### src/hw/rtl/ofb_pkg.sv
// Shared types and constants for the OLED page frame buffer.
package ofb_pkg;

	typedef enum logic [1:0] {
		MODE_POINT   = 2'd0,
		MODE_CLEAR   = 2'd1,
		MODE_FILL    = 2'd2,
		MODE_REFRESH = 2'd3
	} mode_t;

	typedef enum logic [1:0] {
		ST_SWEEP,
		ST_IDLE,
		ST_EXEC
	} state_t;

	// Refresh stream: three command bytes per page, then the column data.
	localparam int CMD_COUNT     = 3;
	localparam int POS_PAGE_CMD  = 0;
	localparam int POS_COLHI_CMD = 1;
	localparam int POS_COLLO_CMD = 2;

	localparam logic [7:0] CMD_PAGE_BASE = 8'hB0;
	localparam logic [7:0] CMD_COL_HIGH  = 8'h10;
	localparam logic [7:0] CMD_COL_LOW   = 8'h00;
	localparam logic [7:0] BYTE_CLEAR    = 8'h00;
	localparam logic [7:0] BYTE_FILL     = 8'hFF;

	typedef struct packed {
		logic load;        // transaction accepted: latch item, read memory
		logic sweep_start; // arm the clear or fill sweep
		logic sweep_en;    // write one sweep entry
		logic wr_point;    // write back the modified point byte
		logic emit;        // load the output register with a refresh byte
	} ctrl_cmd_t;

	typedef struct packed {
		logic sweep_last;
		logic out_free;
	} dp_status_t;

endpackage

### src/hw/rtl/ofb_ctrl.sv
// Controller state machine: sequences accept, point update, refresh emit and sweeps.
module ofb_ctrl (
	input  logic                  clk,
	input  logic                  arst_n,
	input  logic                  in_valid,
	input  ofb_pkg::mode_t        in_mode,
	input  ofb_pkg::dp_status_t   status,
	output logic                  in_ready,
	output ofb_pkg::ctrl_cmd_t    cmd
);

	ofb_pkg::state_t state_q, state_d;
	ofb_pkg::mode_t  mode_q;

	always_ff @(posedge clk or negedge arst_n) begin
		if (!arst_n) begin
			state_q <= ofb_pkg::ST_SWEEP;
			mode_q  <= ofb_pkg::MODE_POINT;
		end else begin
			state_q <= state_d;
			if (cmd.load)
				mode_q <= in_mode;
		end
	end

	always_comb begin
		state_d  = state_q;
		in_ready = 1'b0;
		cmd      = '0;
		unique case (state_q)
			ofb_pkg::ST_SWEEP: begin
				cmd.sweep_en = 1'b1;
				if (status.sweep_last)
					state_d = ofb_pkg::ST_IDLE;
			end
			ofb_pkg::ST_IDLE: begin
				in_ready = 1'b1;
				if (in_valid) begin
					cmd.load = 1'b1;
					unique case (in_mode) inside
						ofb_pkg::MODE_CLEAR, ofb_pkg::MODE_FILL: begin
							cmd.sweep_start = 1'b1;
							state_d         = ofb_pkg::ST_SWEEP;
						end
						default: state_d = ofb_pkg::ST_EXEC;
					endcase
				end
			end
			ofb_pkg::ST_EXEC: begin
				if (mode_q == ofb_pkg::MODE_REFRESH) begin
					// hold the read byte until the output register frees up
					if (status.out_free) begin
						cmd.emit = 1'b1;
						state_d  = ofb_pkg::ST_IDLE;
					end
				end else begin
					cmd.wr_point = 1'b1;
					state_d      = ofb_pkg::ST_IDLE;
				end
			end
			default: state_d = ofb_pkg::ST_IDLE;
		endcase
	end

	a_no_accept_outside_idle: assert property (@(posedge clk) disable iff (!arst_n)
		cmd.load |-> (state_q == ofb_pkg::ST_IDLE))
		else $error("transaction accepted outside idle");

	a_sweep_then_idle: assert property (@(posedge clk) disable iff (!arst_n)
		(cmd.sweep_en && status.sweep_last) |=> (state_q == ofb_pkg::ST_IDLE))
		else $error("sweep did not end in idle");

	a_exec_from_load: assert property (@(posedge clk) disable iff (!arst_n)
		(cmd.load && !cmd.sweep_start) |=> (state_q == ofb_pkg::ST_EXEC))
		else $error("point or refresh transaction lost");

endmodule

### config.mk
export PLATFORM = sky130hd
export DESIGN_NAME = ofb_ctrl
export DESIGN_NICKNAME = d
export VERILOG_FILES = /design/src/hw/rtl/ofb_pkg.sv /design/src/hw/rtl/ofb_ctrl.sv
export SDC_FILE = /design/constraint.sdc
export NUM_CORES = 1
export LEC_CHECK = 0
export BUFFER_PORTS_ARGS = -buffer_cell sky130_fd_sc_hd__buf_2
export CAP_MARGIN = 10
export CORE_AREA = 10 10 47 49
export DETAILED_ROUTE_END_ITERATION = 16
export DIE_AREA = 0 0 57 59
export MAX_ROUTING_LAYER = met4
export PLACE_DENSITY = 0.42
export SLEW_MARGIN = 25
export SYNTH_ARGS = -nofsm -noshare
export SYNTH_HDL_FRONTEND = slang
export SYNTH_SLANG_ARGS = --single-unit
### constraint.sdc
create_clock -name clk -period 2 [get_ports clk]
set_clock_uncertainty 0.2 [all_clocks]
set_input_delay 0.3 -clock clk [delete_from_list [all_inputs] [get_ports clk]]
set_output_delay 0.3 -clock clk [all_outputs]
set_load 0.02 [all_outputs]
==> flow_summary.json <==
{
  "cts_tree": "built",
  "nets": 47,
  "synth_cell_type_count": 16,
  "dpl.cell_count": 50,
  "area_delta_synth_final_pct": 45.9,
  "final_cell_count_no_fill": 54,
  "maxSlewViolCount": 0,
  "status": "finished, final reports clean",
  "grt_util_met3_pct": 2.58,
  "grt_max_degree": 8,
  "drt_pass1_iterations": 4,
  "grt_pass1_wl_um": 1160,
  "num_rows": 14,
  "min_period_ns": 1.75,
  "fp.dieArea_mm2": 0.00336,
  "crit_path_end_kind": "output pin",
  "crit_fanout": 7,
  "drv_cap": 0,
  "fin_area_um2": 358,
  "die_h_um": 59,
  "h-tree-depth": 1,
  "place_congestion": 0.756,
  "cts.sinks": 4,
  "io-pin-count": 13,
  "wl_um": 666,
  "syn-num-nets": 29,
  "finalCritPeriodShare_pct": 87.3,
  "ys.warnings.count": 0,
  "avgViaCountPerCell": 4.15,
  "initial_core_util_pct": 17.5,
  "fmax_mhz": 573,
  "grt_pass1_vias": 253,
  "die_w_um": 57,
  "synth_area_leaders": "dfrtp_1 41%, mux2_4 12%, nand3b_4 8.2%",
  "worst_ep_required_time_ns": 1.50,
  "pre_cts_slack_ns": 0.497,
  "synthTopCellsByCount": "4 x dfrtp_1, 2 x inv_1, 2 x mux2_4, 2 x nand2b_1",
  "syn_area_per_cell_um2": 11.1,
  "vias": 224,
  "finalWorstSetupSlack_ns": 0.254,
  "power_density_mw_per_mm2": 1330,
  "r2r_cells": 2,
  "ir_drop_v": 0.000488,
  "arrival_ns": 1.25,
  "hp-class": "primary input to flip-flop",
  "rsz0062_at_grt": "no",
  "synth_flop_cell": "dfrtp_1",
  "numCtsBuffers": 3,
  "diodes": 0,
  "async_flop_share_pct": 100,
  "use_met1_pct": 5.98,
  "clock_latency_ns": 0.24,
  "first_iter_violations": 1,
  "drive_gt1_share_pct": 47.4,
  "path_clk_slew_ns": 0.04,
  "finalSetupTns_ns": 0,
  "grt-ovfl-total": 0,
  "worst_pin_slew_ns": 0.206,
  "clk_path_buf_depth": 2,
  "port_buffers": 12,
  "busiest_layer": "met1",
  "finalHoldViolCount": 0,
  "slew_headroom_pct": 86.2,
  "yosysTopAreaCellShare_pct": 40.8,
  "antenna_left": 0,
  "grt_use_met2_pct": 5.27,
  "worstSetupPathType": "flip-flop to output pin",
  "coreArea_mm2": 0.00140,
  "place_hpwl_um": 543,
  "fillers": 159,
  "p_leak_nw": 0.203,
  "antenna_found_initial": 0,
  "synth_top_cell_by_area": "dfrtp_1",
  "wl_per_cell_um": 12.3,
  "drc_errors": 0,
  "ys_seq_area_share_pct": 40.8,
  "dpl_cell_area_um2": 325,
  "cts_root_buf": "clkbuf_4",
  "ys_ff_latch": 4,
  "synth_edf_count": 0,
  "netlist_area_um2": 245,
  "timing.hold.ws_ns": 0.0853,
  "synthCells": 22,
  "hold_depth": 2,
  "synth_most_common_cell": "dfrtp_1",
  "setup_viol": 0,
  "grtUsageTotal_pct": 4.81,
  "start_kind": "flip-flop"
}
logic make-up (layout without fill, tap and decap cells):
logic type | after synthesis | after routing | share of synthesized area [%]
AND/OR/NAND/NOR | 9 | 9 | 28.1
XOR/XNOR | 1 | 1 | 3.57
AO/OA/AOI/OAI | 4 | 4 | 12.2
multiplexers | 2 | 2 | 12.2
flip-flops | 4 | 4 | 40.8
buffers and inverters | 2 | 18 | 3.06
metal layers:
| layer | share of wire, % | wire, um | up-vias |
|---|---|---|---|
| met5 | 0 | 0 | - |
| met4 | 1.4 | 9 | 0 |
| met3 | 6.3 | 42 | 2 |
| met2 | 33 | 221 | 15 |
| met1 | 59 | 392 | 97 |
| li1 | - | - | 110 |
cells in the final DEF (no fill, tap or decap):
cell,Yosys,layout
nor3_1,1,1
dlygate4sd3_1,0,1
inv_1,2,2
nand2b_1,2,2
and4b_1,1,1
dfrtp_1,4,4
nand3b_4,1,1
o21bai_1,1,1
a21oi_1,1,1
o2bb2ai_1,1,1
clkbuf_4,0,3
mux2_4,2,2
buf_2,0,12
nor2_1,1,1
and2b_1,1,1
nand2_1,1,1
xor2_1,1,1
o32ai_1,1,1
nor2b_1,1,1
per-stage QoR:
step	util [%]	total power [mW]
finish	25.5	0.476
global route	25.5	0.509
CTS	25.5	0.483
detailed placement	23.2	0.377
global placement	23.2	0.375
floorplan	-	0.308
path summary, 6_finish.rpt:
path	start	end	slack, ns
hold reg to reg	mode_q[1]	mode_q[1]	0.37
max in group asynchronous	arst_n	mode_q[0]	1.28
setup / recovery	state_q[1]	cmd[3]	0.25
min in group asynchronous	arst_n	state_q[0]	0.20
hold / removal	status[0]	state_q[1]	0.09
setup reg to reg	state_q[1]	mode_q[1]	0.73
where the power goes:
part           switching, mW  leakage, nW  total [mW]  internal (mW)
registers             0.0475       0.0487       0.164          0.117
logic                  0.104        0.140       0.210          0.105
clock network         0.0345       0.0138       0.102         0.0672
what timing repair did:
item | 4_1_cts | 5_1_grt
setup buffers | 0 | 0
endpoints found under the hold margin | 4 | 0
gates resized for setup | 0 | 0
hold buffers | 1 | 0
cell type report:
| class | count | area, um^2 | share of cell area, % |
|---|---|---|---|
| multi-input combinational | 16 | 138 | 38.5 |
| timing repair buffer | 13 | 70.1 | 19.6 |
| tap | 16 | 20.0 | 5.59 |
| inverter | 2 | 7.51 | 2.10 |
| clock buffer | 3 | 22.5 | 6.29 |
| sequential | 4 | 100 | 28.0 |
registers in the layout (all words and copies together), names as in the netlist:
signal / count
mode_q: 2
state_q: 2
worst max-delay path: stages (launching register included):
cell and delay (ns):
dfrtp_1 0.43, nand3b_4 0.22, and2b_1 0.21, buf_2 0.16
Power figures use the tool's default switching activity.
